## src/sv/shamd_pkg.sv

```systemverilog
package shamd_pkg;

	typedef struct packed {
		logic [7:0] data_byte;
		logic       byte_present;
		logic       message_end;
	} in_t;

	typedef struct packed {
		logic [31:0] digest_word;
		logic [2:0]  word_index;
		logic        final_word;
	} out_t;

	localparam int QDepth = 4;
	localparam int QAw    = $clog2(QDepth);

	localparam logic [7:0] PadByte  = 8'h80;
	localparam logic [5:0] LenStart = 6'd56;

	localparam logic [31:0] InitHash [8] = '{
		32'h6a09e667, 32'hbb67ae85, 32'h3c6ef372, 32'ha54ff53a,
		32'h510e527f, 32'h9b05688c, 32'h1f83d9ab, 32'h5be0cd19
	};

	localparam logic [31:0] RoundK [64] = '{
		32'h428a2f98, 32'h71374491, 32'hb5c0fbcf, 32'he9b5dba5,
		32'h3956c25b, 32'h59f111f1, 32'h923f82a4, 32'hab1c5ed5,
		32'hd807aa98, 32'h12835b01, 32'h243185be, 32'h550c7dc3,
		32'h72be5d74, 32'h80deb1fe, 32'h9bdc06a7, 32'hc19bf174,
		32'he49b69c1, 32'hefbe4786, 32'h0fc19dc6, 32'h240ca1cc,
		32'h2de92c6f, 32'h4a7484aa, 32'h5cb0a9dc, 32'h76f988da,
		32'h983e5152, 32'ha831c66d, 32'hb00327c8, 32'hbf597fc7,
		32'hc6e00bf3, 32'hd5a79147, 32'h06ca6351, 32'h14292967,
		32'h27b70a85, 32'h2e1b2138, 32'h4d2c6dfc, 32'h53380d13,
		32'h650a7354, 32'h766a0abb, 32'h81c2c92e, 32'h92722c85,
		32'ha2bfe8a1, 32'ha81a664b, 32'hc24b8b70, 32'hc76c51a3,
		32'hd192e819, 32'hd6990624, 32'hf40e3585, 32'h106aa070,
		32'h19a4c116, 32'h1e376c08, 32'h2748774c, 32'h34b0bcb5,
		32'h391c0cb3, 32'h4ed8aa4a, 32'h5b9cca4f, 32'h682e6ff3,
		32'h748f82ee, 32'h78a5636f, 32'h84c87814, 32'h8cc70208,
		32'h90befffa, 32'ha4506ceb, 32'hbef9a3f7, 32'hc67178f2
	};

endpackage

```

## src/sv/shamd_front.sv

```systemverilog
module shamd_front (
	input  logic            clk,
	input  logic            arst_n,
	input  logic            byte_valid,
	output logic            byte_stall,
	input  shamd_pkg::in_t  byte_req,
	output logic            q_valid,
	input  logic            q_pop,
	output shamd_pkg::in_t  q_head
);

	shamd_pkg::in_t           fifo_q [shamd_pkg::QDepth];
	logic [shamd_pkg::QAw-1:0] wr_q, rd_q;
	logic [shamd_pkg::QAw:0]   cnt_q;
	logic push, pop;

	// items carrying neither byte nor end are dropped here
	assign byte_stall = (cnt_q == (shamd_pkg::QAw+1)'(shamd_pkg::QDepth));
	assign push = byte_valid && !byte_stall && (byte_req.byte_present || byte_req.message_end);
	assign q_valid = (cnt_q != '0);
	assign pop = q_pop && q_valid;
	assign q_head = fifo_q[rd_q];

	always_ff @(posedge clk) begin
		if (push) begin
			fifo_q[wr_q] <= byte_req;
		end
	end

	always_ff @(posedge clk or negedge arst_n) begin
		if (!arst_n) begin
			wr_q  <= '0;
			rd_q  <= '0;
			cnt_q <= '0;
		end else begin
			if (push) begin
				wr_q <= wr_q + 1'b1;
			end
			if (pop) begin
				rd_q <= rd_q + 1'b1;
			end
			if (push && !pop) begin
				cnt_q <= cnt_q + 1'b1;
			end else if (pop && !push) begin
				cnt_q <= cnt_q - 1'b1;
			end
		end
	end

endmodule

```

## src/sv/shamd_back.sv

```systemverilog
module shamd_back (
	input  logic            clk,
	input  logic            arst_n,
	input  logic            q_valid,
	output logic            q_pop,
	input  shamd_pkg::in_t  q_head,
	output logic            digest_valid,
	input  logic            digest_stall,
	output shamd_pkg::out_t digest_req
);

	localparam logic [2:0] ST_LOAD  = 3'd0;
	localparam logic [2:0] ST_PAD   = 3'd1;
	localparam logic [2:0] ST_ROUND = 3'd2;
	localparam logic [2:0] ST_ADD   = 3'd3;
	localparam logic [2:0] ST_OUT   = 3'd4;

	function automatic logic [31:0] ror(input logic [31:0] x, input int n);
		ror = (x >> n) | (x << (32 - n));
	endfunction

	logic [2:0]  st_q, ret_q;
	logic [31:0] chain_q [8];
	logic [31:0] v_q [8];
	logic [31:0] w_q [16];
	logic [5:0]  fill_q, rnd_q;
	logic [63:0] bits_q, len_q;
	logic        p80_q;
	logic [2:0]  lcnt_q, idx_q;

	logic        put;
	logic [7:0]  put_byte;
	logic        len_sel;
	logic [31:0] t1, t2, wnew, s0, s1, e, a;
	logic [2:0]  lsh;

	assign q_pop = (st_q == ST_LOAD);
	assign len_sel = p80_q && (lcnt_q != '0 || fill_q == shamd_pkg::LenStart);
	assign lsh = ~lcnt_q;

	always_comb begin
		put = 1'b0;
		put_byte = q_head.data_byte;
		if (st_q == ST_LOAD) begin
			put = q_valid && q_head.byte_present;
		end else if (st_q == ST_PAD) begin
			put = 1'b1;
			if (!p80_q) begin
				put_byte = shamd_pkg::PadByte;
			end else if (len_sel) begin
				put_byte = len_q[{lsh, 3'b000} +: 8];
			end else begin
				put_byte = 8'h00;
			end
		end
	end

	assign e = v_q[4];
	assign a = v_q[0];
	assign t1 = v_q[7] + (ror(e, 6) ^ ror(e, 11) ^ ror(e, 25))
		+ ((e & v_q[5]) ^ (~e & v_q[6])) + shamd_pkg::RoundK[rnd_q] + w_q[0];
	assign t2 = (ror(a, 2) ^ ror(a, 13) ^ ror(a, 22))
		+ ((a & v_q[1]) ^ (a & v_q[2]) ^ (v_q[1] & v_q[2]));
	assign s0 = ror(w_q[1], 7) ^ ror(w_q[1], 18) ^ (w_q[1] >> 3);
	assign s1 = ror(w_q[14], 17) ^ ror(w_q[14], 19) ^ (w_q[14] >> 10);
	assign wnew = s1 + w_q[9] + s0 + w_q[0];

	assign digest_valid = (st_q == ST_OUT);
	assign digest_req.digest_word = chain_q[idx_q];
	assign digest_req.word_index  = idx_q;
	assign digest_req.final_word  = (idx_q == 3'd7);

	// block words and working variables
	always_ff @(posedge clk) begin
		if (put) begin
			w_q[fill_q[5:2]][{~fill_q[1:0], 3'b000} +: 8] <= put_byte;
		end else if (st_q == ST_ROUND) begin
			for (int i = 0; i < 15; i++) begin
				w_q[i] <= w_q[i+1];
			end
			w_q[15] <= wnew;
		end
		if (st_q == ST_ROUND) begin
			v_q[7] <= v_q[6];
			v_q[6] <= v_q[5];
			v_q[5] <= v_q[4];
			v_q[4] <= v_q[3] + t1;
			v_q[3] <= v_q[2];
			v_q[2] <= v_q[1];
			v_q[1] <= v_q[0];
			v_q[0] <= t1 + t2;
		end else begin
			v_q <= chain_q;
		end
		if (st_q == ST_LOAD && q_valid && q_head.message_end) begin
			len_q <= bits_q + (q_head.byte_present ? 64'd8 : 64'd0);
		end
	end

	always_ff @(posedge clk or negedge arst_n) begin
		if (!arst_n) begin
			st_q    <= ST_LOAD;
			ret_q   <= ST_LOAD;
			chain_q <= shamd_pkg::InitHash;
			fill_q  <= '0;
			rnd_q   <= '0;
			bits_q  <= '0;
			p80_q   <= 1'b0;
			lcnt_q  <= '0;
			idx_q   <= '0;
		end else begin
			if (put) begin
				fill_q <= fill_q + 1'b1;
			end
			case (st_q)
				ST_LOAD: begin
					if (q_valid) begin
						if (q_head.byte_present) begin
							bits_q <= bits_q + 64'd8;
						end
						if (q_head.byte_present && fill_q == 6'd63) begin
							st_q  <= ST_ROUND;
							ret_q <= q_head.message_end ? ST_PAD : ST_LOAD;
						end else if (q_head.message_end) begin
							st_q <= ST_PAD;
						end
					end
				end
				ST_PAD: begin
					p80_q <= 1'b1;
					if (len_sel) begin
						lcnt_q <= lcnt_q + 1'b1;
					end
					if (fill_q == 6'd63) begin
						st_q  <= ST_ROUND;
						ret_q <= (len_sel && lcnt_q == 3'd7) ? ST_OUT : ST_PAD;
					end
				end
				ST_ROUND: begin
					rnd_q <= rnd_q + 1'b1;
					if (rnd_q == 6'd63) begin
						st_q <= ST_ADD;
					end
				end
				ST_ADD: begin
					for (int i = 0; i < 8; i++) begin
						chain_q[i] <= chain_q[i] + v_q[i];
					end
					idx_q <= '0;
					st_q  <= ret_q;
				end
				ST_OUT: begin
					if (!digest_stall) begin
						idx_q <= idx_q + 1'b1;
						if (idx_q == 3'd7) begin
							chain_q <= shamd_pkg::InitHash;
							fill_q  <= '0;
							bits_q  <= '0;
							p80_q   <= 1'b0;
							lcnt_q  <= '0;
							st_q    <= ST_LOAD;
						end
					end
				end
				default: begin
					st_q <= ST_LOAD;
				end
			endcase
		end
	end

endmodule

```

## src/sv/sha256_message_digest.sv

```systemverilog
// SHA-256 digest of a byte stream.
// Input channel byte_valid/byte_stall/byte_req: one request per message byte
// (byte_present) and/or end of message (message_end). A request with neither
// is taken and ignored. Requests go into a four-deep queue, so the sender is
// stalled only when that queue is full.
// Output channel digest_valid/digest_stall/digest_req: after an end request,
// eight 32-bit digest words, index 0 (most significant) first, final_word on
// index 7. The words stay valid and unchanged while digest_stall is high.
// Throughput: one byte per cycle while a block loads; each 64-byte block is
// then compressed by the 64 rounds of the single round unit and the chain add,
// while no requests leave the queue.
// After the end request is taken (and the block that its byte completes, if any,
// is compressed), padding writes a byte a cycle, over two pad blocks when the
// length does not fit; each pad block is compressed, then one digest word per
// cycle goes out if not stalled.
// Reset clears the queue and returns the hash state to the initial values;
// the block takes requests from the first cycle after reset.
module sha256_message_digest (
	input  logic            clk,
	input  logic            arst_n,
	input  logic            byte_valid,
	output logic            byte_stall,
	input  shamd_pkg::in_t  byte_req,
	output logic            digest_valid,
	input  logic            digest_stall,
	output shamd_pkg::out_t digest_req
);

	logic           q_valid, q_pop;
	shamd_pkg::in_t q_head;

	shamd_front u_front (
		.clk        (clk),
		.arst_n     (arst_n),
		.byte_valid (byte_valid),
		.byte_stall (byte_stall),
		.byte_req   (byte_req),
		.q_valid    (q_valid),
		.q_pop      (q_pop),
		.q_head     (q_head)
	);

	shamd_back u_back (
		.clk          (clk),
		.arst_n       (arst_n),
		.q_valid      (q_valid),
		.q_pop        (q_pop),
		.q_head       (q_head),
		.digest_valid (digest_valid),
		.digest_stall (digest_stall),
		.digest_req   (digest_req)
	);

endmodule

```

## config.mk

```make
export PLATFORM = sky130hd
export DESIGN_NAME = sha256_message_digest
export DESIGN_NICKNAME = d
export VERILOG_FILES = /design/src/sv/shamd_pkg.sv /design/src/sv/shamd_front.sv /design/src/sv/shamd_back.sv /design/src/sv/sha256_message_digest.sv
export SDC_FILE = /design/constraint.sdc
export NUM_CORES = 2
export LEC_CHECK = 0
export ABC_AREA = 0
export ABC_CLOCK_PERIOD_IN_PS = 9900
export BUFFER_PORTS_ARGS = -buffer_cell sky130_fd_sc_hd__buf_2
export CAP_MARGIN = 5
export CORE_MARGIN = 3
export CORE_UTILIZATION = 48
export CTS_BUF_LIST = sky130_fd_sc_hd__clkbuf_4 sky130_fd_sc_hd__clkbuf_8
export CTS_CLUSTER_DIAMETER = 150
export CTS_CLUSTER_SIZE = 14
export DETAILED_ROUTE_END_ITERATION = 10
export PLACE_DENSITY_LB_ADDON = 0.2
export REMOVE_ABC_BUFFERS = 1
export SLEW_MARGIN = 25
export SYNTH_ARGS = -nofsm -noshare
export SYNTH_HDL_FRONTEND = slang
export SYNTH_SLANG_ARGS = --single-unit
```

## constraint.sdc

```tcl
create_clock -name clk -period 9.9 [get_ports clk]
set_input_delay 0.99 -clock clk [delete_from_list [all_inputs] [get_ports clk]]
set_output_delay 0.99 -clock clk [all_outputs]
set_load 0.01 [all_outputs]
```

; Word-level counts from Yosys, hierarchy flattened
; Memory sizes are Yosys's and may differ from the RTL's.
; Cells that the tools add are included.
; W data, S select, Z words.
[totals]
ff_bits = 672
mem_bits_rw = 552
romBits = 2048
input_bits = 14
mem_count = 3
[memory_table]
columns = memory, depth, width, rd, rd_ports_with_merged_regs, wr, line
row1 = (no name shown), 64, 32, 1, 0, 0, shamd_back.sv:61  ; + ((e & v_q[5]) ^ (~e & v_q[6])) + shamd_pkg::RoundK[rnd_q] + w_q[0];
row2 = u_back.w_q, 16, 32, 16, 0, 16, shamd_back.sv:25  ; logic [31:0] w_q [16];
row3 = u_front.fifo_q, 4, 10, 1, 0, 1, shamd_front.sv:12  ; shamd_pkg::in_t fifo_q [shamd_pkg::QDepth];
[classes]
add_sub_neg = 29
n_lt_le_gt_ge = 2
eq_ne = 19
shift = 3
mux = 58
bitwise = 31
reduce_logical = 31
[ops]
columns = op, count
row1 = $mux W256, 3
row2 = $add A32 B32 Y32, 18
row3 = $pmux W256 S2, 1
row4 = $xor A32 B32 Y32, 9
row5 = $mux W64, 4
row6 = $mux W32, 7
row7 = $and A32 B32 Y32, 5
row8 = $pmux W64 S2, 1
row9 = $bmux W32 S3, 1
row10 = $add A64 B4 Y64 const B, 1
row11 = $add A64 B64 Y64, 1
row12 = $shiftx A64 B7 Y8, 1
row13 = $mux W3, 15
row14 = $mux W8, 4
row15 = $not A32 Y32, 1
row16 = $or A10 B32 Y32, 1
row17 = $or A13 B32 Y32, 1
row18 = $or A14 B32 Y32, 1
row19 = $or A15 B32 Y32, 1
row20 = $or A19 B32 Y32, 1
row21 = $or A21 B32 Y32, 1
row22 = $or A25 B32 Y32, 1
row23 = $or A26 B32 Y32, 1
row24 = $or A30 B32 Y32, 1
row25 = 41 further kinds, 92

; Longest topological paths before layout
[depth]
depth_word = 9
mapped_depth = 39
mapped_depth_nobuf = 37

; Hierarchy
; Synthesis repeated with hierarchy kept, for this count alone.
[hier_totals]
cells_unflattened = 7695
hier_area_um2 = 76686.0
[by_module_without_submodules]
columns = module, n_inst, cells_each, area_per_inst_um2
row1 = shamd_back, 1, 7608, 74809.2
row2 = shamd_front, 1, 87, 1876.8

; Worst setup path before layout
; No wires, ideal clock.
[synth_timing]
path_kind = flip-flop to flip-flop
startpoint = register u_back.rnd_q[1]
endpoint = register u_back.v_q (netlist bit u_back.a[31])
setup_time_ps = 131
arrival_ps = 8413
required_time_ps = 9769
setup_slack_ps = 1357
path_stages_with_launch = 37
path_buffers = 1
cell_sequence = dfrtp_1 -> clkinv_1 -> ha_1 -> clkbuf_1 -> and2_0 -> or3_1 -> a31oi_1 -> o21ai_0 -> fa_1 -> inv_1 -> fa_1 -> inv_1 -> fa_1 -> inv_1 -> ha_1 -> o41a_1 -> o22ai_1 -> o21ba_2 -> a21oi_1 -> nor2b_1 -> o21ai_0 -> nand2b_1 -> a21o_1 -> a21oi_1 -> xnor2_1 -> fa_1 -> ha_1 -> a21o_1 -> a21o_1 -> a21oi_1 -> and4_1 -> or2_2 -> o41ai_1 -> a311oi_1 -> xnor2_1 -> xor2_1 -> o21ai_0
[synth_via]
elab_chain_len = 8
[synth_lines]
columns = element, line
row1 = start: declaration, shamd_back.sv:26  ; logic [5:0] fill_q, rnd_q;
row2 = start signal: assignment, shamd_back.sv:140  ; rnd_q <= rnd_q + 1'b1;
row3 = $not A6 Y7 (not written as such), shamd_back.sv:61
row4 = $mem_v2 Z64 W32, --
row5 = $mux W32 (not written as such) (2 in series), shamd_back.sv:61
row6 = $add A32 B32 Y32 (2 in series), shamd_back.sv:61
row7 = $add A32 B32 Y32, shamd_back.sv:91  ; v_q[0] <= t1 + t2;
row8 = $mux W256, shamd_back.sv:83  ; if (st_q == ST_ROUND) begin
row9 = end signal: assignment, shamd_back.sv:93  ; v_q <= chain_q;
row10 = end: declaration, shamd_back.sv:24  ; logic [31:0] v_q [8];
; No other way between the ends. The select of a mux whose other input is x is not followed.
; A chain may end at the register's enable or synchronous reset.

; Final worst setup path
[layout_timing]
startpoint = register u_back.rnd_q[0]
endpoint = register u_back.v_q (netlist bit u_back.a[30])
; Same word-level chain as after synthesis.

==> summary.txt <==
Status -> completed
CTS tree -> yes
Setup TNS -> 0 ps
Via count -> 59300
Gpl congestion -> 1.05
DP Wirelength -> 193000 um
Worst Setup Start Kind -> flip-flop
CP max FO -> 16
Met3 wire len -> 16500 um
Grt ovf -> 0
Crit path max-delay cell type -> a2111oi_0
# setup viols final -> 0
Most common cell after layout, fill and taps aside -> nand2_1
Yosys cell types -> 100
Starting Density -> 48.5%
Yosys warnings -> 0
Mapped Area -> 0.0770 sq mm
Max-slew violation count -> 0
First-pass GRT wire length -> 384000 um
Period utilisation layout -> 96.1%
Post-synth EDFFs -> 613
Post-layout min period -> 9520 ps
Core ar. -> 0.159 sq mm
Final WL -> 260000 um
Die width -> 406 um
DRC violations left -> 0
FMAX -> 105 MHz
Post-synthesis sequential area ratio -> 42.1%
Worst Hold Class -> in2async
Met2 WL -> 120000 um
Clock latency on the worst-skew pair -> 910 ps
WL per Instance -> 26.5 um
Post-synth top flop -> edfxtp_1
RSZ-0062 raised after global routing -> no
DR vias/cell -> 6.06
Final hold violation count -> 0
Clock Path Buffers -> 3
Mean Syn Cell Area -> 9.93 sq um
Synth Instances -> 7748
Commonest non-fill, non-tap cells in the layout -> 1037 x nand2_1, 656 x a21o_1, 613 x edfxtp_1
DP Worst Slack -> 514 ps
Initial antenna violation count -> 7
Final #Nets -> 8262
Crit Path Category -> reg2reg
Max cap viols -> 0
Reg clk slew, reported paths -> 110 ps
Die ar. -> 0.165 sq mm
CTS Buf Count -> 97
Top layer in use -> met4
Antenna Nets Post-Route -> 0
Layout Area Growth over Synthesis -> 5.95%
Worst Tran Pin Value -> 1110 ps
Slowest stage delay, CP -> 620 ps
# rows -> 146
Vias in the first global route -> 58200
Worst endpoint required time -> 10620 ps
Ys async rst share -> 28.6%
Iter 0 DRT Violations -> 5758
Worst R2R Path Depth -> 33
Layout cell share with drive strength beyond 1 -> 9.23%
WL met1 -> 109000 um
Max Clock Skew -> 58.7 ps
Clk Tree Root Cell -> clkbuf_8
Port buffer count -> 51
Gr usage total -> 31.2%
Worst relative slew slack -> 24.0%
Reg2Reg Launch Point -> u_back.rnd_q[0]
Worst EP arrival -> 10240 ps
Worst Setup End Kind -> flip-flop
TritonRoute pass-1 iters -> 5
R2R Setup Slk -> 380 ps
Yosys reg bits -> 1217
Die Height -> 406 um
Postcts setup bufs -> 0
CTS H-Tree Depth -> 3
R2R Path End -> u_back.a[30]
Clock Sinks -> 1217
# IOs -> 52
Largest net degree at the start of global routing -> 209
Worst setup margin -> 382 ps
layout make-up:
type,count,area [sq um]
fillers,14500,77200
multi-input cells,5785,41800
flip-flops and latches,1217,32400
well taps,2072,2590
clock buffers,159,1810
repair buffers,208,1540
inverters,332,1250
clock inverters,9,124
diodes,7,17.5
sequential cells by signal (all words and copies together) (netlist names), 2 cells and up:
| signal | count |
|---|---|
| u_back.w_q | 512 |
| u_front.cnt_q | 3 |
| u_back.e | 32 |
| u_back.idx_q | 3 |
| u_back.v_q | 192 |
| u_front.rd_q | 2 |
| u_front.wr_q | 2 |
| u_back.st_q | 3 |
| u_back.len_q | 61 |
| u_back.chain_q | 256 |
| u_front.fifo_q | 40 |
| u_back.rnd_q | 6 |
| u_back.a | 32 |
| u_back.lcnt_q | 3 |
| u_back.ret_q | 2 |
| u_back.fill_q | 6 |
| u_back.bits_q | 61 |
worst max path at each step:
stage	end	slack, ps	startpoint
2_1_floorplan	u_back.w_q[15][11]	-16090	u_back.st_q[1]
3_5_place_dp	u_back.a[30]	510	u_back.rnd_q[0]
6_report	u_back.a[30]	380	u_back.rnd_q[0]
3_3_place_gp	u_back.a[31]	510	u_back.rnd_q[0]
4_1_cts	u_back.a[30]	470	u_back.rnd_q[0]
5_1_grt	u_back.a[30]	80	u_back.rnd_q[1]
stage by stage:
stage | util [%] | cells | hold WS [ps] | instance area (sq um)
global placement | 50.1 | 9614 | 447 | 79600
detailed placement | 50.1 | 9614 | 456 | 79600
global route | 51.4 | 9788 | 21.2 | 81500
CTS | 51.3 | 9782 | 0.449 | 81500
floorplan | - | 7334 | 432 | 75400
finish | 51.4 | 9789 | 37.7 | 81500
logic make-up (layout without fill, tap and decap cells):
group           count (synthesis)  in the layout  synth area share, %
mux                           195            195                 4.15
other cells                     0              7                    0
fa+ha+maj                     631            631                 12.1
buf+inv                       746            708                 3.69
compound gates               2125           2125                 17.8
xor+xnor                      683            683                 7.77
simple gates                 2151           2151                 12.3
flops                        1217           1217                 42.1
per-layer routing:
metal / GRT usage, % / vias up
met5: 0 / -
met2: 50.3 / 2175
li1: - / 27200
met3: 4.11 / 522
met4: 14.4 / 0
met1: 41.8 / 29400
synthesized netlist by cell type, types with 95 or more instances:
cell type / n / share of area (%)
nor3_1: 126 / 0.82
mux4_2: 95 / 2.8
o21ai_0: 529 / 3.4
nor2_1: 446 / 2.2
dfxtp_1: 256 / 6.7
fa_1: 196 / 5.1
xnor2_1: 423 / 4.8
edfxtp_1: 613 / 24
inv_1: 329 / 1.6
dfstp_2: 136 / 4.6
ha_1: 411 / 6.7
clkbuf_1: 371 / 1.8
dfrtp_1: 212 / 6.9
xor2_1: 260 / 3.0
a21oi_1: 442 / 2.9
nand2_1: 1040 / 5.1
nand3_1: 161 / 1.0
a21o_1: 656 / 6.4
critical path: cells and delay by family, from the launching register on:
kind	cells	cell delay, ps
AO/OA/AOI/OAI	18	4670
XOR/XNOR	2	370
adder cells (fa/ha/maj)	7	3150
buffers and inverters	5	580
flip-flops	1	400
AND/OR/NAND/NOR	1	170
timing repair:
action                                  CTS  global route
hold buffers                              0             0
endpoints found under the setup margin    0             1
resized for setup                         0             1
Power is left out: the tool's default activity adds up to more than one toggle a clock period on the data nets, which glitch-free logic cannot reach.
